### src/sspp_pkg.sv
// Servo status packet parser: shared types, codes and the sequencer's control store.
// No dependencies; used by servo_status_packet_parser.
package sspp_pkg;

    localparam logic [7:0] HDR_BYTE = 8'hFF;

    // result status codes
    localparam logic [1:0] ST_OK        = 2'd0;
    localparam logic [1:0] ST_CSUM_BAD  = 2'd1;
    localparam logic [1:0] ST_SERVO_ERR = 2'd2;
    localparam logic [1:0] ST_MALFORMED = 2'd3;

    // register indexes
    localparam logic [0:0] REG_READ_BASE = 1'b0;

    typedef logic [3:0] step_t;
    typedef logic [3:0] act_t;
    typedef logic [2:0] cond_t;

    // program steps
    localparam step_t STEP_HDR1      = 4'd0;
    localparam step_t STEP_HDR2      = 4'd1;
    localparam step_t STEP_ID        = 4'd2;
    localparam step_t STEP_LEN       = 4'd3;
    localparam step_t STEP_ERR       = 4'd4;
    localparam step_t STEP_PARAM     = 4'd5;
    localparam step_t STEP_SUM       = 4'd6;
    localparam step_t STEP_CHK_ERR   = 4'd7;
    localparam step_t STEP_CHK_NP    = 4'd8;
    localparam step_t STEP_EMIT_MALF = 4'd9;
    localparam step_t STEP_EMIT_CSUM = 4'd10;
    localparam step_t STEP_EMIT_SERR = 4'd11;
    localparam step_t STEP_EMIT_OK   = 4'd12;
    localparam step_t STEP_RD        = 4'd13;
    localparam step_t STEP_EMIT_PAR  = 4'd14;

    // datapath actions
    localparam act_t ACT_NOP       = 4'd0;
    localparam act_t ACT_LD_ID     = 4'd1;
    localparam act_t ACT_LD_LEN    = 4'd2;
    localparam act_t ACT_LD_ERR    = 4'd3;
    localparam act_t ACT_LD_PARAM  = 4'd4;
    localparam act_t ACT_CLR_IDX   = 4'd5;
    localparam act_t ACT_RD_BUF    = 4'd6;
    localparam act_t ACT_EMIT_MALF = 4'd7;
    localparam act_t ACT_EMIT_CSUM = 4'd8;
    localparam act_t ACT_EMIT_SERR = 4'd9;
    localparam act_t ACT_EMIT_OK   = 4'd10;
    localparam act_t ACT_EMIT_PAR  = 4'd11;

    // branch conditions
    localparam cond_t C_ALWAYS     = 3'd0;
    localparam cond_t C_BYTE_FF    = 3'd1;
    localparam cond_t C_LEN_BAD    = 3'd2;
    localparam cond_t C_LEN_IS2    = 3'd3;
    localparam cond_t C_PARAM_DONE = 3'd4;
    localparam cond_t C_SUM_BAD    = 3'd5;
    localparam cond_t C_ERR_NZ     = 3'd6;
    localparam cond_t C_EMIT_LAST  = 3'd7;

    typedef struct packed {
        logic  wait_in;   // step consumes one rx word
        logic  emit;      // step loads the result register
        act_t  act;
        cond_t cond;
        step_t tgt_t;     // next step when cond holds
        step_t tgt_f;     // next step otherwise
    } cw_t;

    function automatic cw_t ucode(step_t pc);
        cw_t cw;
        unique case (pc)
            STEP_HDR1:      cw = '{1'b1, 1'b0, ACT_NOP,       C_BYTE_FF,
                                   STEP_HDR2, STEP_HDR1};
            STEP_HDR2:      cw = '{1'b1, 1'b0, ACT_NOP,       C_BYTE_FF,
                                   STEP_ID, STEP_HDR1};
            // 0xFF here is more preamble; id register is reloaded by the next word
            STEP_ID:        cw = '{1'b1, 1'b0, ACT_LD_ID,     C_BYTE_FF,
                                   STEP_ID, STEP_LEN};
            STEP_LEN:       cw = '{1'b1, 1'b0, ACT_LD_LEN,    C_LEN_BAD,
                                   STEP_EMIT_MALF, STEP_ERR};
            STEP_ERR:       cw = '{1'b1, 1'b0, ACT_LD_ERR,    C_LEN_IS2,
                                   STEP_SUM, STEP_PARAM};
            STEP_PARAM:     cw = '{1'b1, 1'b0, ACT_LD_PARAM,  C_PARAM_DONE,
                                   STEP_SUM, STEP_PARAM};
            STEP_SUM:       cw = '{1'b1, 1'b0, ACT_NOP,       C_SUM_BAD,
                                   STEP_EMIT_CSUM, STEP_CHK_ERR};
            STEP_CHK_ERR:   cw = '{1'b0, 1'b0, ACT_NOP,       C_ERR_NZ,
                                   STEP_EMIT_SERR, STEP_CHK_NP};
            STEP_CHK_NP:    cw = '{1'b0, 1'b0, ACT_CLR_IDX,   C_LEN_IS2,
                                   STEP_EMIT_OK, STEP_RD};
            STEP_EMIT_MALF: cw = '{1'b0, 1'b1, ACT_EMIT_MALF, C_ALWAYS,
                                   STEP_HDR1, STEP_HDR1};
            STEP_EMIT_CSUM: cw = '{1'b0, 1'b1, ACT_EMIT_CSUM, C_ALWAYS,
                                   STEP_HDR1, STEP_HDR1};
            STEP_EMIT_SERR: cw = '{1'b0, 1'b1, ACT_EMIT_SERR, C_ALWAYS,
                                   STEP_HDR1, STEP_HDR1};
            STEP_EMIT_OK:   cw = '{1'b0, 1'b1, ACT_EMIT_OK,   C_ALWAYS,
                                   STEP_HDR1, STEP_HDR1};
            STEP_RD:        cw = '{1'b0, 1'b0, ACT_RD_BUF,    C_ALWAYS,
                                   STEP_EMIT_PAR, STEP_EMIT_PAR};
            STEP_EMIT_PAR:  cw = '{1'b0, 1'b1, ACT_EMIT_PAR,  C_EMIT_LAST,
                                   STEP_HDR1, STEP_RD};
            default:        cw = '{1'b0, 1'b0, ACT_NOP,       C_ALWAYS,
                                   STEP_HDR1, STEP_HDR1};
        endcase
        return cw;
    endfunction

endpackage

### src/sspp_if.sv
// Servo status packet parser: valid/ready channel interfaces for rx words and results.
// No dependencies.
interface sspp_rx_if;
    logic       valid;
    logic       ready;
    logic [7:0] rx_byte;

    modport source (output valid, output rx_byte, input ready);
    modport sink   (input valid, input rx_byte, output ready);
endinterface

interface sspp_res_if;
    logic       valid;
    logic       ready;
    logic [7:0] servo_id;
    logic [1:0] status;
    logic [7:0] error_bits;
    logic       has_data;
    logic [7:0] table_address;
    logic [7:0] data_byte;
    logic       last;

    modport source (output valid, output servo_id, output status, output error_bits,
                    output has_data, output table_address, output data_byte,
                    output last, input ready);
    modport sink   (input valid, input servo_id, input status, input error_bits,
                    input has_data, input table_address, input data_byte,
                    input last, output ready);
endinterface

### src/sspp_ram.sv
// Servo status packet parser: generic single-write, single-read RAM, registered read.
// No dependencies.
module sspp_ram #(
    parameter int WIDTH = 8,
    parameter int DEPTH = 16,
    parameter int AW    = (DEPTH > 1) ? $clog2(DEPTH) : 1
) (
    input  logic             clk,
    input  logic             we,
    input  logic [AW-1:0]    waddr,
    input  logic [WIDTH-1:0] wdata,
    input  logic             re,
    input  logic [AW-1:0]    raddr,
    output logic [WIDTH-1:0] rdata
);

    logic [WIDTH-1:0] mem_reg [DEPTH];
    logic [WIDTH-1:0] rdata_reg;

    always_ff @(posedge clk)
    begin
        if (we)
        begin
            mem_reg[waddr] <= wdata;
        end
        if (re)
        begin
            rdata_reg <= mem_reg[raddr];
        end
    end

    assign rdata = rdata_reg;

endmodule

### src/servo_status_packet_parser.sv
// Servo status packet parser, top level: microcoded sequencer, datapath, APB register.
// Depends on sspp_pkg, sspp_if (sspp_rx_if, sspp_res_if) and sspp_ram.
//
//   channel   dir   handshake        payload
//   rx        in    valid/ready      rx_byte[7:0]
//   res       out   valid/ready      servo_id, status, error_bits, has_data,
//                                    table_address, data_byte, last
//   apb       in    psel/penable     paddr[2:0], pwdata/prdata[31:0], pready = 1
//
// Each rx word is taken on one step of the step counter; rx.ready is high only on steps that
// take a word. After the checksum word a bad checksum goes straight to its emit step, a
// servo error passes the error check first, and a good packet with no parameters passes
// the error and parameter-count checks; N parameters take those two decision steps, then a
// RAM read and an emit step each. A malformed length goes from the length step to its
// emit step. A held result register freezes the step counter on an emit step. rst_n is
// asynchronous; after reset the sequencer hunts for the header.
module servo_status_packet_parser #(
    parameter int MAX_PARAMS = 16
) (
    input  logic        clk,
    input  logic        rst_n,
    input  logic        psel,
    input  logic        penable,
    input  logic        pwrite,
    input  logic [2:0]  paddr,
    input  logic [31:0] pwdata,
    output logic [31:0] prdata,
    output logic        pready,
    sspp_rx_if.sink     rx,
    sspp_res_if.source  res
);

    localparam int IDX_W = (MAX_PARAMS > 1) ? $clog2(MAX_PARAMS) : 1;
    localparam logic [7:0] LEN_MAX = 8'(MAX_PARAMS + 2);
    localparam logic [6:0] CNT_LIM = 7'(MAX_PARAMS);

    sspp_pkg::step_t pc_reg, pc_next;
    sspp_pkg::cw_t   cw;

    logic [7:0]       base_reg;
    logic [7:0]       id_reg;
    logic [7:0]       len_reg;
    logic [7:0]       err_reg;
    logic [7:0]       sum_reg;
    logic [6:0]       cnt_reg;
    logic [IDX_W-1:0] idx_reg;

    logic             out_valid_reg;
    logic [7:0]       out_id_reg;
    logic [1:0]       out_status_reg;
    logic [7:0]       out_err_reg;
    logic             out_hd_reg;
    logic [7:0]       out_addr_reg;
    logic [7:0]       out_data_reg;
    logic             out_last_reg;

    logic [7:0] b;
    logic [6:0] cnt_inc;
    logic       out_free;
    logic       fire;
    logic       cond_true;
    logic       ram_we;
    logic       ram_re;
    logic [7:0] ram_rdata;
    logic       cfg_wr;

    // ---------------- configuration port ----------------
    assign pready = 1'b1;
    assign cfg_wr = psel && penable && pwrite && pready;

    always_comb
    begin
        prdata = '0;
        if (paddr[2] == sspp_pkg::REG_READ_BASE)
        begin
            prdata = {24'd0, base_reg};
        end
    end

    always_ff @(posedge clk or negedge rst_n)
    begin
        if (!rst_n)
        begin
            base_reg <= '0;
        end
        else if (cfg_wr && paddr[2] == sspp_pkg::REG_READ_BASE)
        begin
            base_reg <= pwdata[7:0];
        end
    end

    // ---------------- sequencer ----------------
    assign cw       = sspp_pkg::ucode(pc_reg);
    assign b        = rx.rx_byte;
    assign cnt_inc  = cnt_reg + 7'd1;
    assign out_free = !out_valid_reg || res.ready;
    assign rx.ready = cw.wait_in;
    assign fire     = (!cw.wait_in || rx.valid) && (!cw.emit || out_free);

    always_comb
    begin
        unique case (cw.cond)
            sspp_pkg::C_ALWAYS:     cond_true = 1'b1;
            sspp_pkg::C_BYTE_FF:    cond_true = (b == sspp_pkg::HDR_BYTE);
            sspp_pkg::C_LEN_BAD:    cond_true = (b < 8'd2) || (b > LEN_MAX);
            sspp_pkg::C_LEN_IS2:    cond_true = (len_reg == 8'd2);
            sspp_pkg::C_PARAM_DONE: cond_true = ({2'b00, cnt_inc} + 9'd2) >= {1'b0, len_reg};
            sspp_pkg::C_SUM_BAD:    cond_true = (b != ~sum_reg);
            sspp_pkg::C_ERR_NZ:     cond_true = (err_reg != 8'd0);
            sspp_pkg::C_EMIT_LAST:  cond_true = (8'(idx_reg) + 8'd3) == len_reg;
            default:                cond_true = 1'b1;
        endcase
    end

    always_comb
    begin
        pc_next = pc_reg;
        if (fire)
        begin
            pc_next = cond_true ? cw.tgt_t : cw.tgt_f;
        end
    end

    always_ff @(posedge clk or negedge rst_n)
    begin
        if (!rst_n)
        begin
            pc_reg <= sspp_pkg::STEP_HDR1;
        end
        else
        begin
            pc_reg <= pc_next;
        end
    end

    // ---------------- datapath ----------------
    always_ff @(posedge clk or negedge rst_n)
    begin
        if (!rst_n)
        begin
            id_reg  <= '0;
            len_reg <= '0;
            err_reg <= '0;
            sum_reg <= '0;
            cnt_reg <= '0;
            idx_reg <= '0;
        end
        else if (fire)
        begin
            case (cw.act)
                sspp_pkg::ACT_LD_ID:
                begin
                    id_reg  <= b;
                    sum_reg <= b;
                end
                sspp_pkg::ACT_LD_LEN:
                begin
                    len_reg <= b;
                    sum_reg <= sum_reg + b;
                    cnt_reg <= '0;
                end
                sspp_pkg::ACT_LD_ERR:
                begin
                    err_reg <= b;
                    sum_reg <= sum_reg + b;
                end
                sspp_pkg::ACT_LD_PARAM:
                begin
                    cnt_reg <= cnt_inc;
                    sum_reg <= sum_reg + b;
                end
                sspp_pkg::ACT_CLR_IDX:  idx_reg <= '0;
                sspp_pkg::ACT_EMIT_PAR: idx_reg <= idx_reg + 1'b1;
                default: ;
            endcase
        end
    end

    assign ram_we = fire && (cw.act == sspp_pkg::ACT_LD_PARAM) && (cnt_reg < CNT_LIM);
    assign ram_re = fire && (cw.act == sspp_pkg::ACT_RD_BUF);

    sspp_ram #(
        .WIDTH (8),
        .DEPTH (MAX_PARAMS),
        .AW    (IDX_W)
    ) u_buf (
        .clk   (clk),
        .we    (ram_we),
        .waddr (cnt_reg[IDX_W-1:0]),
        .wdata (b),
        .re    (ram_re),
        .raddr (idx_reg),
        .rdata (ram_rdata)
    );

    // ---------------- result register ----------------
    always_ff @(posedge clk or negedge rst_n)
    begin
        if (!rst_n)
        begin
            out_valid_reg <= 1'b0;
        end
        else if (fire && cw.emit)
        begin
            out_valid_reg <= 1'b1;
        end
        else if (res.ready)
        begin
            out_valid_reg <= 1'b0;
        end
    end

    always_ff @(posedge clk)
    begin
        if (fire && cw.emit)
        begin
            out_id_reg     <= id_reg;
            out_status_reg <= sspp_pkg::ST_OK;
            out_err_reg    <= '0;
            out_hd_reg     <= 1'b0;
            out_addr_reg   <= '0;
            out_data_reg   <= '0;
            out_last_reg   <= 1'b1;
            case (cw.act)
                sspp_pkg::ACT_EMIT_MALF: out_status_reg <= sspp_pkg::ST_MALFORMED;
                sspp_pkg::ACT_EMIT_CSUM:
                begin
                    out_status_reg <= sspp_pkg::ST_CSUM_BAD;
                    out_err_reg    <= err_reg;
                end
                sspp_pkg::ACT_EMIT_SERR:
                begin
                    out_status_reg <= sspp_pkg::ST_SERVO_ERR;
                    out_err_reg    <= err_reg;
                end
                sspp_pkg::ACT_EMIT_PAR:
                begin
                    out_hd_reg   <= 1'b1;
                    out_addr_reg <= base_reg + 8'(idx_reg);
                    out_data_reg <= ram_rdata;
                    out_last_reg <= cond_true;
                end
                default: ;
            endcase
        end
    end

    assign res.valid         = out_valid_reg;
    assign res.servo_id      = out_id_reg;
    assign res.status        = out_status_reg;
    assign res.error_bits    = out_err_reg;
    assign res.has_data      = out_hd_reg;
    assign res.table_address = out_addr_reg;
    assign res.data_byte     = out_data_reg;
    assign res.last          = out_last_reg;

    // ---------------- assertions ----------------
    a_param_ok: assert property (@(posedge clk) disable iff (!rst_n)
        res.valid && res.has_data |-> res.status == sspp_pkg::ST_OK)
        else $error("parameter word with nonzero status");

    a_nonlast_has_data: assert property (@(posedge clk) disable iff (!rst_n)
        res.valid && !res.last |-> res.has_data)
        else $error("status word not marked last");

    a_count_at_sum: assert property (@(posedge clk) disable iff (!rst_n)
        pc_reg == sspp_pkg::STEP_SUM |-> (8'(cnt_reg) + 8'd2) == len_reg)
        else $error("parameter count disagrees with length at checksum");

    a_emit_stall: assert property (@(posedge clk) disable iff (!rst_n)
        cw.emit && !out_free |=> pc_reg == $past(pc_reg))
        else $error("sequencer advanced past a blocked emit step");

endmodule
### src/flat_wrapper.sv
// flat-port wrapper written by rule: the top's interface ports become plain ports
module servo_status_packet_parser_flat 
#(
    parameter int MAX_PARAMS = 16
)
  (clk, rst_n, psel, penable, pwrite, paddr, pwdata, prdata, pready, rx_valid, rx_rx_byte, rx_ready, res_valid, res_servo_id, res_status, res_error_bits, res_has_data, res_table_address, res_data_byte, res_last, res_ready);
  sspp_rx_if rx_i ();
  sspp_res_if res_i ();
  input  logic clk;
  input  logic rst_n;
  input  logic psel;
  input  logic penable;
  input  logic pwrite;
  input  logic [2:0] paddr;
  input  logic [31:0] pwdata;
  output logic [31:0] prdata;
  output logic pready;
  input wire logic [$bits(rx_i.valid)-1:0] rx_valid;
  input wire logic [$bits(rx_i.rx_byte)-1:0] rx_rx_byte;
  output wire logic [$bits(rx_i.ready)-1:0] rx_ready;
  output wire logic [$bits(res_i.valid)-1:0] res_valid;
  output wire logic [$bits(res_i.servo_id)-1:0] res_servo_id;
  output wire logic [$bits(res_i.status)-1:0] res_status;
  output wire logic [$bits(res_i.error_bits)-1:0] res_error_bits;
  output wire logic [$bits(res_i.has_data)-1:0] res_has_data;
  output wire logic [$bits(res_i.table_address)-1:0] res_table_address;
  output wire logic [$bits(res_i.data_byte)-1:0] res_data_byte;
  output wire logic [$bits(res_i.last)-1:0] res_last;
  input wire logic [$bits(res_i.ready)-1:0] res_ready;
  assign rx_i.valid = rx_valid;
  assign rx_i.rx_byte = rx_rx_byte;
  assign rx_ready = rx_i.ready;
  assign res_valid = res_i.valid;
  assign res_servo_id = res_i.servo_id;
  assign res_status = res_i.status;
  assign res_error_bits = res_i.error_bits;
  assign res_has_data = res_i.has_data;
  assign res_table_address = res_i.table_address;
  assign res_data_byte = res_i.data_byte;
  assign res_last = res_i.last;
  assign res_i.ready = res_ready;
  servo_status_packet_parser #(.MAX_PARAMS(MAX_PARAMS)) u_core (.clk(clk), .rst_n(rst_n), .psel(psel), .penable(penable), .pwrite(pwrite), .paddr(paddr), .pwdata(pwdata), .prdata(prdata), .pready(pready), .rx(rx_i), .res(res_i));
endmodule
### config.mk
export PLATFORM = sky130hd
export DESIGN_NAME = servo_status_packet_parser_flat
export DESIGN_NICKNAME = d
export VERILOG_FILES = /design/src/sspp_pkg.sv /design/src/sspp_if.sv /design/src/sspp_ram.sv /design/src/servo_status_packet_parser.sv /design/src/flat_wrapper.sv
export SDC_FILE = /design/constraint.sdc
export NUM_CORES = 1
export LEC_CHECK = 0
export BUFFER_PORTS_ARGS = -buffer_cell sky130_fd_sc_hd__buf_2
export CORE_UTILIZATION = 40
export DETAILED_ROUTE_END_ITERATION = 8
export PLACE_DENSITY_LB_ADDON = 0.05
export SLEW_MARGIN = 40
export SYNTH_ARGS = -nofsm -noshare
export SYNTH_HDL_FRONTEND = slang
export SYNTH_SLANG_ARGS = --single-unit
### constraint.sdc
create_clock -name clk -period 7.2 [get_ports clk]
set_input_delay 1.44 -clock clk [delete_from_list [all_inputs] [get_ports clk]]
set_output_delay 1.44 -clock clk [all_outputs]
set_load 0.01 [all_outputs]
== After elaboration in Yosys (flattened, before gate mapping) ==
Memories as Yosys holds them, arrays and structs flattened. A register that Yosys moved wholly into a read port is not among the register bits.
Index checks and enable logic that the tools add are counted.

* Register bits after elaboration: 92
* Bits in writable memories: 128
* ROM bits: 272
* Input bits: 50
* Word-level logic and storage cells: 92
* Memories kept: 2

{| class="wikitable"
|+ Memories
! name !! depth !! bits a word !! read ports !! clocked after memory_dff !! wr ports !! line !! source
|-
| (no name shown) || 16 || 17 || 1 || 0 || 0 || sspp_pkg.sv:72 || <nowiki>unique case (pc)</nowiki>
|-
| u_core.u_buf.mem_reg || 16 || 8 || 1 || 1 || 1 || sspp_ram.sv:17 || <nowiki>logic [WIDTH-1:0] mem_reg [DEPTH];</nowiki>
|}

* Add/sub/neg operators: 6
* $lt $le $gt $ge: 4
* Eq/ne operators: 21
* Multiplexer cells: 12
* Bitwise logic cells: 2
* Reductions and logical operators: 29

{| class="wikitable"
|+ Operators by type and width
! kind !! number
|-
| 4-bit by 3-bit == test with 1-bit output (second input constant) || 4
|-
| 8-bit case mux with 2 select lines || 1
|-
| 7-bit case mux with 2 select lines || 1
|-
| 3-bit == test (second input constant) || 4
|-
| 4-bit == test (second input constant) || 3
|-
| 2-bit AND reduction || 6
|-
| 9-bit by 8-bit >= comparator with 1-bit output || 1
|-
| 7-bit by 2-bit adder with 8-bit output (second input constant) || 1
|-
| 8-bit by 4-bit adder with 8-bit output || 1
|-
| 8-bit adder || 1
|-
| 4-bit by 2-bit == test with 1-bit output (second input constant) || 2
|-
| 8-bit by 2-bit == test with 1-bit output (second input constant) || 1
|-
| 8-bit == test || 1
|-
| 8-bit == test (second input constant) || 1
|-
| 8-bit by 5-bit greater-than comparator with 1-bit output (second input constant) || 1
|-
| 1-bit logical AND || 8
|-
| 8-bit by 2-bit less-than comparator with 1-bit output (second input constant) || 1
|-
| 8-bit two-way mux || 1
|-
| 8-bit != test || 1
|-
| 8-bit NOT || 1
|-
| 1-bit case mux with 8 select lines || 1
|-
| 4-bit case mux with 2 select lines || 1
|-
| 2-bit nonzero test || 4
|-
| 8-bit nonzero test || 1
|-
| other kinds (16) || 26
|}

== Longest topological paths before layout ==
Gate-level depths: netlist (run 1).

* Depth after elaboration: 8
* Depth in mapped cells: 15

== Cells and area by module ==
From an unflattened synthesis (run 1), not the netlist that was laid out.

* Cell total of the unflattened synthesis: 761
* Area, all modules: 10769.1 µm²

{| class="wikitable"
|+ By module, submodules not included
! module !! times used !! cells an instance !! area an instance (µm²) !! sequential area each (µm²)
|-
| servo_status_packet_parser || 1 || 532 || 5541.6 || 2482.4
|-
| sspp_ram || 1 || 229 || 5227.5 || 4083.9
|}

== Worst setup path after synthesis (run 1) ==
No wires, ideal clock.

* Kind: input to register
* Start point: input port rx_valid
* End point: register u_core.out_data_reg[0] (netlist: u_core.res.data_byte[0]), enable pin
* Setup time: 0.430 ns
* Arrival time: 3.532 ns
* Data required time: 6.770 ns
* Path slack: 3.238 ns
* Stages: 4
* Cells stage by stage: nand2b_1 > nand2_2 > buf_1 > nor2_1

* Word-level cells in the longest chain between the ends: 3

{| class="wikitable"
|+ Ends and longest elaborated chain
! item !! line !! source
|-
| start: declaration || flat_wrapper.sv:18 || <nowiki>input wire logic [$bits(rx_i.valid)-1:0] rx_valid;</nowiki>
|-
| 1-bit logical OR || servo_status_packet_parser.sv:98 || <nowiki>assign fire = (!cw.wait_in || rx.valid) && (!cw.emit || out_free);</nowiki>
|-
| 1-bit logical AND || servo_status_packet_parser.sv:98 ||
|-
| 1-bit logical AND || servo_status_packet_parser.sv:215 || <nowiki>if (fire && cw.emit)</nowiki>
|-
| end signal: assignment || servo_status_packet_parser.sv:240 || <nowiki>out_data_reg <= ram_rdata;</nowiki>
|-
| end: declaration || servo_status_packet_parser.sv:54 || <nowiki>logic [7:0] out_data_reg;</nowiki>
|}

No other way between the ends.
A chain may end at the register's enable or synchronous reset.

== Worst setup path in the final report (run 1) ==
* Start point: register u_core.pc_reg[0]
* End point: memory u_core.u_buf.mem_reg[9][2], enable pin

* Word-level cells in the longest chain between the ends: 8

{| class="wikitable"
|+ Ends and longest elaborated chain
! item !! line !! source
|-
| start: declaration || servo_status_packet_parser.sv:37 || <nowiki>sspp_pkg::step_t pc_reg, pc_next;</nowiki>
|-
| start signal: assignment || servo_status_packet_parser.sv:128 || <nowiki>pc_reg <= sspp_pkg::STEP_HDR1;</nowiki>
|-
| start signal: assignment || servo_status_packet_parser.sv:132 || <nowiki>pc_reg <= pc_next;</nowiki>
|-
| memory read 16 x 17 bit (*) || -- ||
|-
| 1-bit logical NOT || servo_status_packet_parser.sv:98 ||
|-
| 1-bit logical OR || servo_status_packet_parser.sv:98 ||
|-
| 1-bit logical AND || servo_status_packet_parser.sv:98 ||
|-
| 1-bit logical AND (*) (2 in series) || servo_status_packet_parser.sv:179 || <nowiki>assign ram_we = fire && (cw.act == sspp_pkg::ACT_LD_PARAM) && (cnt_reg < CNT_LIM);</nowiki>
|-
| 1-bit two-way mux (*) || sspp_ram.sv:22 || <nowiki>if (we)</nowiki>
|-
| 1-bit two-way mux (not written as such) (*) || sspp_ram.sv:24 || <nowiki>mem_reg[waddr] <= wdata;</nowiki>
|-
| end: declaration || sspp_ram.sv:17 ||
|}

Mark *: on every way between the ends. The rest lies on a longest branch, timed or not.

==> results.ini, run 1 <==
[status]
status = completed

[timing]
fin_crit_sh = 0.555
fin_skew_ns = 0.0103
relSlewSlack = 0.466
drv_slew = 0
fmax_ghz = 0.250
setup_viol = 0
hold_ws_ns = 0.442
worstMarginPinSlew_ns = 0.797
setup_ws_ns = 3.21
fin_crit_ns = 3.99
hold_viol = 0
tns_ns = 0
grt_setup_unrepaired = false

[layout]
fill_cells = 2411
drive_above_1_share = 0.222
antenna_cells = 0
final_cell_area_um2 = 12400
largest_reg_flops = 128
nets = 966
ff_latch_area_um2 = 6570
area_delta_synth_final_pct = 13.3
multiInputGateArea_um2 = 3990

[clock_tree]
cts_tree = built
postCtsResizedCells = 0
insertion_delay_ns = 0.52
cts_setup_buffers = 0
clock-sinks = 228
ctsHoldBuffers = 0
cts_root_buffer = clkbuf_16
clk_pin_slew_worst_paths_ns = 0.06
cts-htree-levels = 1
numCtsBuffers = 26
ctsLongestPathBuffers = 3

[drt]
first_pass_iters = 4
vias_per_cell = 5.35
wire_per_inst_um = 19.7
drt_iter0_drc = 477
final_antenna_net_count = 0
wl_um = 24500
drc = 0
vias = 6653

[critical_path]
crit_fanout = 12
cp_data_required_time_ns = 7.35
critPathCaptureType = flip-flop
r2r_cells = 9
slowest_delay_ns = 0.67
r2r_start = u_core.pc_reg[0]
crit_arrival_ns = 4.14
crit_slowest_cell = nor2_1
path_cells = inv_1, ha_1, or3b_1, nand4_1, and2_1, nand3_4, nor4_4, nand2_1, nor2_1
r2r_setup_slack_ns = 3.21
reg2reg_to = u_core.u_buf.mem_reg[9][2]
critPathLaunchType = flip-flop
critical_path_class = reg2reg

[synth]
synth-async-reset-ratio = 0.246
ys_seq_elements = 228
synthDistinctLibCells = 83
ys.flop_type = edfxtp_1
yosysWarnings = 0
synth_edf_count = 172
netlist_area_um2 = 10900
ys_top_cells_by_area = edfxtp_1, dfrtp_1, ha_1, mux4_2, mux2i_1
synth_most_common_cell = edfxtp_1
yosysSeqAreaShare = 0.600
synthCells = 808
syn_avg_cell_area_um2 = 13.5
synth_top_area_share = 0.472
synth_commonest_cells = edfxtp_1, dfrtp_1, nand2_1, nor2_1, mux2i_1
yosysTopAreaCell = edfxtp_1

[power_and_ir_drop]
power_leakage_nw = 4.54
power_density_nw_per_um2 = 364
vdd_drop_max_mv = 0.205

[die]
die_width_um = 167
initial_utilization = 0.407
coreArea_um2 = 26900
die_area_um2 = 28000
die_height_um = 167
pin_count = 121
fp-row-count = 60

[global_route]
grt.total_usage = 0.178
overflow = 0
grt_pass1_vias = 6559
grt_max_degree = 57
antenna_found_initial = 0
grt_pass1_wl_um = 38300

[placement]
dp_slack_ns = 3.21
gp_congestion = 0.800
dp_hpwl_um = 15700
port_buffers = 69
placed_area_um2 = 11500

[min_path]
min_path_type = reg2reg
hp-start = u_core.id_reg[4]
hold_depth = 0
min_to = u_core.res.servo_id[4]

[run]
drv_cap = 0

[layout make-up]
class	instances	share of cell area
multi-input cells	516	0.322
well taps	341	0.0344
flip-flops and latches	228	0.530
repair buffers	80	0.0374
inverters	30	0.00949
clock buffers	37	0.0600
clock inverters	11	0.00666
[worst max path at each step]
stage                                start                          end  slack (ns)  depth (start not counted)
after CTS                 u_core.pc_reg[0]   u_core.u_buf.mem_reg[8][2]        3.20                          9
after detailed placement  u_core.pc_reg[1]   u_core.u_buf.mem_reg[8][1]        3.21                          9
after floorplan                   rx_valid      u_core.res.data_byte[0]        3.24                          4
after global routing      u_core.pc_reg[0]  u_core.u_buf.mem_reg[14][1]        2.93                          9
after global placement    u_core.pc_reg[1]   u_core.u_buf.mem_reg[4][1]        3.20                          9
final                     u_core.pc_reg[0]   u_core.u_buf.mem_reg[9][2]        3.21                          9
[where the power goes]
group	switching [W]	total [W]	internal [W]
Sequential	0.000156	0.00175	0.00159
Combinational	0.000860	0.00150	0.000640
Clock	0.000518	0.00127	0.000751
[cell usage in the layout, fill, tap and decap left out, types with 5 or more instances in the layout]
cell,count
edfxtp_1,172
buf_2,69
dfrtp_1,54
nand2_1,52
mux2i_1,34
nor2_1,33
ha_1,32
a21oi_1,29
o21ai_0,28
mux2_2,27
inv_1,27
clkbuf_16,27
conb_1,25
and2_1,19
o221ai_1,18
nor2b_1,17
mux4_2,17
xnor2_1,16
nand2b_1,15
nor3_1,13
nand3_1,12
o22ai_1,10
nor2_2,10
o211ai_1,8
xor2_1,7
clkbuf_1,7
buf_4,7
a21o_1,5
nor4_1,5
clkinv_1,5
[critical path: cells and delay by family, from the launching register on]
| kind | cells | cell delay (ns) |
|---|---|---|
| buf+inv | 1 | 0.18 |
| fa+ha+maj | 1 | 0.38 |
| flops | 1 | 0.62 |
| simple gates | 7 | 2.43 |
[layer usage]
metal  vias to the layer above  global-route usage  wire [µm]
li1                       3144                   -          -
met1                      3314               0.253      11500
met2                       158               0.289      11500
met3                        37              0.0234       1040
met4                         0              0.0447        466
met5                         -                   0          0
[per-stage QoR]
| step | util | std cells | power [W] |
|---|---|---|---|
| after global routing | 0.461 | 1243 | 0.00479 |
| after detailed placement | 0.430 | 1195 | 0.00328 |
| final | 0.461 | 1243 | 0.00452 |
| after global placement | 0.428 | 1193 | 0.00324 |
| after floorplan | - | 831 | 0.00293 |
| after CTS | 0.460 | 1243 | 0.00456 |
[cells by family after synthesis]
group / share of synthesized area
muxes: 0.0939
and+or+nand+nor: 0.106
other: 0.000687
adders and majority gates: 0.0403
AOI/OAI and AO/OA: 0.0951
DFF: 0.600
xor gates and xnor gates: 0.0184
buffers and inverters: 0.0453
(Power assumes the default switching activity.)
==> run 2, diff against run 1 <==
--- a/config.mk
+++ b/config.mk
@@ -5,6 +5,7 @@
 export SDC_FILE = /design/constraint.sdc
 export NUM_CORES = 1
 export LEC_CHECK = 0
+export ABC_AREA = 1
 export BUFFER_PORTS_ARGS = -buffer_cell sky130_fd_sc_hd__buf_2
 export CORE_UTILIZATION = 40
 export DETAILED_ROUTE_END_ITERATION = 8
==> constraint.sdc (replaced) <==
create_clock -name clk -period 3.5 [get_ports clk]
set_input_delay 0.7 -clock clk [delete_from_list [all_inputs] [get_ports clk]]
set_output_delay 0.7 -clock clk [all_outputs]
set_load 0.01 [all_outputs]
==> run 2 against run 1 <==
Compared with the run above:
- the flow now finishes with violations (DRC)
- die area fell by 1.6%
- sequential cell count is the same
- clock power increased by 98%
- critical path depth increased by 7
- setup slack worse by 2.7 ns
- synthesized cell count rose by 30%
- power up 120%
- combinational power rose to 2.6 times the previous value
- clock-buffer cell count decreased by 3
- cell count up 21%
- via count up 14%
==> results.ini, run 2 <==
[status]
status = finished, violations left  ; was completed
violations = DRC

[global_route]
grt.total_usage = 0.191  ; was 0.178
grt_max_degree = 69  ; was 57
grt_pass1_wl_um = 41000  ; was 38300 µm
busiest_layer = met2  ; unchanged
overflow = 0  ; unchanged
antenna_found_initial = 0  ; unchanged
met3_usage = 0.0250  ; was 0.0234
use_met1 = 0.283  ; was 0.253
use_met2 = 0.292  ; was 0.289
grt_pass1_vias = 7201  ; was 6559

[placement]
gp_congestion = 0.827  ; was 0.800
dp_hpwl_um = 16700  ; was 15700 µm
placed_area_um2 = 11600  ; was 11500 µm²
port_buffers = 69  ; unchanged

[die]
coreArea_um2 = 26200  ; was 26900 µm²
pin_count = 121  ; unchanged
die_width_um = 166  ; was 167 µm
die_area_um2 = 27600  ; was 28000 µm²
initial_utilization = 0.411  ; was 0.407
fp-row-count = 59  ; was 60
die_height_um = 166  ; was 167 µm

[power_and_ir_drop]
power_leakage_nw = 5.13  ; was 4.54 nW
total_power_w = 0.0101  ; was 0.00452 W
power_density_nw_per_um2 = 814  ; was 364 nW/µm²
vdd_drop_max_mv = 0.331  ; was 0.205 mV

[critical_path]
critical_path_buf_inv_count = 2  ; was 1
critPathCaptureType = flip-flop  ; unchanged
crit_arrival_ns = 3.45  ; was 4.14 ns
crit_fanout = 7  ; was 12
reg2reg_to = u_core.pc_reg[0]  ; was u_core.u_buf.mem_reg[9][2]
cp-endpoint = u_core.pc_reg[0]  ; was u_core.u_buf.mem_reg[9][2]
cp-startpoint = u_core.cnt_reg[0]  ; was u_core.pc_reg[0]
slowest_delay_ns = 0.46  ; was 0.67 ns
critical_path_class = reg2reg  ; unchanged
critPathLaunchType = flip-flop  ; unchanged
r2r_setup_slack_ns = 0.46  ; was 3.21 ns
crit_slowest_cell = dfrtp_1  ; was nor2_1
cp_data_required_time_ns = 3.91  ; was 7.35 ns
path_cells = ha_1, xnor2_1, inv_1, ha_1, nor3b_1, nor3b_1, ha_1, and3_1, nand3b_1, o2111ai_1, nand2_1, nand2_1, inv_2, nand3_1, nand3_1, nand2_1  ; was inv_1, ha_1, or3b_1, nand4_1, and2_1, nand3_4, nor4_4, nand2_1, nor2_1
crit_cells = 16  ; was 9
r2r_cells = 16  ; was 9
r2r_start = u_core.cnt_reg[0]  ; was u_core.pc_reg[0]
cp_top_family = simple AND/OR/NAND/NOR gates  ; unchanged

[layout]
final_cell_mix = nor2_1, edfxtp_1, nand2_1, inv_1, o21ai_0  ; was edfxtp_1, buf_2, dfrtp_1, nand2_1, mux2i_1
fill_cells = 2464  ; was 2411
utilization = 0.471  ; was 0.461
largest_reg_flops = 128  ; unchanged
antenna_cells = 0  ; unchanged
nets = 1237  ; was 966
final_cell_area_um2 = 12300  ; was 12400 µm²
drive_above_1_share = 0.155  ; was 0.222
area_delta_synth_final_pct = 14.7  ; was 13.3%
final_common_cell = nor2_1  ; was edfxtp_1

[timing]
setup_viol = 0  ; unchanged
relSlewSlack = 0.460  ; was 0.466
fin_skew_ns = 0.0167  ; was 0.0103 ns
worstMarginPinSlew_ns = 0.799  ; was 0.797 ns
fin_crit_sh = 0.868  ; was 0.555
tns_ns = 0  ; unchanged
hold_viol = 0  ; unchanged
fmax_ghz = 0.329  ; was 0.250 GHz
fin_crit_ns = 3.04  ; was 3.99 ns
drv_slew = 0  ; unchanged
grt_setup_unrepaired = false  ; unchanged

[synth]
yosysWarnings = 0  ; unchanged
synthCells = 1054  ; was 808
synth_edf_count = 172  ; unchanged
ys.flop_type = edfxtp_1  ; unchanged
yosysTopAreaCell = edfxtp_1  ; unchanged
ys_top_cells_by_area = edfxtp_1, dfrtp_1, nor2_1, nand2_1, o21ai_0  ; was edfxtp_1, dfrtp_1, ha_1, mux4_2, mux2i_1
yosysSeqAreaShare = 0.610  ; was 0.600
ys_seq_elements = 228  ; unchanged
synth_most_common_cell = nor2_1  ; was edfxtp_1
syn_avg_cell_area_um2 = 10.2  ; was 13.5 µm²
synth_commonest_cells = nor2_1, edfxtp_1, nand2_1, inv_1, o21ai_0  ; was edfxtp_1, dfrtp_1, nand2_1, nor2_1, mux2i_1
synth-async-reset-ratio = 0.246  ; unchanged
netlist_area_um2 = 10800  ; was 10900 µm²
synth_top_area_share = 0.480  ; was 0.472
synthDistinctLibCells = 45  ; was 83

[drt]
wire_per_inst_um = 17.2  ; was 19.7 µm
drc = 18  ; was 0
drt_iter0_drc = 652  ; was 477
vias = 7590  ; was 6653
final_antenna_net_count = 0  ; unchanged
first_pass_iters = 7  ; was 4
wl_um = 25900  ; was 24500 µm
vias_per_cell = 5.04  ; was 5.35

[clock_tree]
clock-sinks = 228  ; unchanged
ctsLongestPathBuffers = 3  ; unchanged
postCtsResizedCells = 0  ; unchanged
numCtsBuffers = 25  ; was 26
insertion_delay_ns = 0.53  ; was 0.52 ns
ctsHoldBuffers = 0  ; unchanged
cts_setup_buffers = 0  ; unchanged
cts_root_buffer = clkbuf_16  ; unchanged
cts-htree-levels = 1  ; unchanged
cts_tree = built  ; unchanged
clk_pin_slew_worst_paths_ns = 0.06  ; about the same

[min_path]
min_path_type = in2async  ; was reg2reg

[run]
drv_cap = 0  ; unchanged

run 2: changes by cell type after synthesis, sizes merged, moves of 27 or more:
cell	previous run	this run
mux2	27	0
o21ai	32	109
nand2	53	161
mux2i	34	4
nor2	44	190
inv	29	105
run 2: kinds of logic after synthesis:
| group | count (synthesis) | synth area share |
|---|---|---|
| mux | 4 | 0.00372 |
| buf+inv | 167 | 0.0695 |
| simple gates | 416 | 0.164 |
| compound gates | 188 | 0.0989 |
| xor+xnor | 15 | 0.0122 |
| other cells | 2 | 0.000698 |
| flops | 228 | 0.610 |
| fa+ha+maj | 34 | 0.0409 |
run 2: final cells by class:
type	instances	area, µm²	share of cell area
Multi-Input combinational cell	682	3530	0.286
Sequential cell	228	6570	0.532
Inverter	107	402	0.0325
Timing Repair Buffer	109	648	0.0525
Tap cell	335	419	0.0340
Clock buffer	34	659	0.0534
Clock inverter	11	114	0.00922
run 2: power breakdown:
part / switching, W / total, W / internal [W]
Clock: 0.00105 / 0.00252 / 0.00147
Sequential: 0.000238 / 0.00364 / 0.00340
Combinational: 0.00263 / 0.00389 / 0.00126
run 2: layer usage:
layer / vias to the layer above / part of all wire
met5: - / 0
met3: 35 / 0.047
met4: 0 / 0.024
li1: 3740 / -
met1: 3622 / 0.49
met2: 193 / 0.43
run 2: worst min path at each step:
stage,endpoint,slack [ns],startpoint,depth (start not counted)
floorplan,u_core.base_reg[0],0.40,rst_n,0
global placement,u_core.res.servo_id[4],0.43,u_core.id_reg[4],0
detailed placement,u_core.res.servo_id[4],0.43,u_core.id_reg[4],0
CTS,u_core.base_reg[4],0.17,rst_n,1
global route,u_core.id_reg[2],0.20,rst_n,1
finish,u_core.id_reg[7],0.16,rst_n,1
run 2: per-stage QoR:
step / instances / worst slack [ns] / hold slack, ns
finish: 1506 / 0.463 / 0.163
global route: 1506 / 0.0999 / 0.198
CTS: 1506 / 0.450 / 0.170
detailed placement: 1461 / 0.457 / 0.432
global placement: 1461 / 0.479 / 0.432
floorplan: 1077 / 0.830 / 0.404
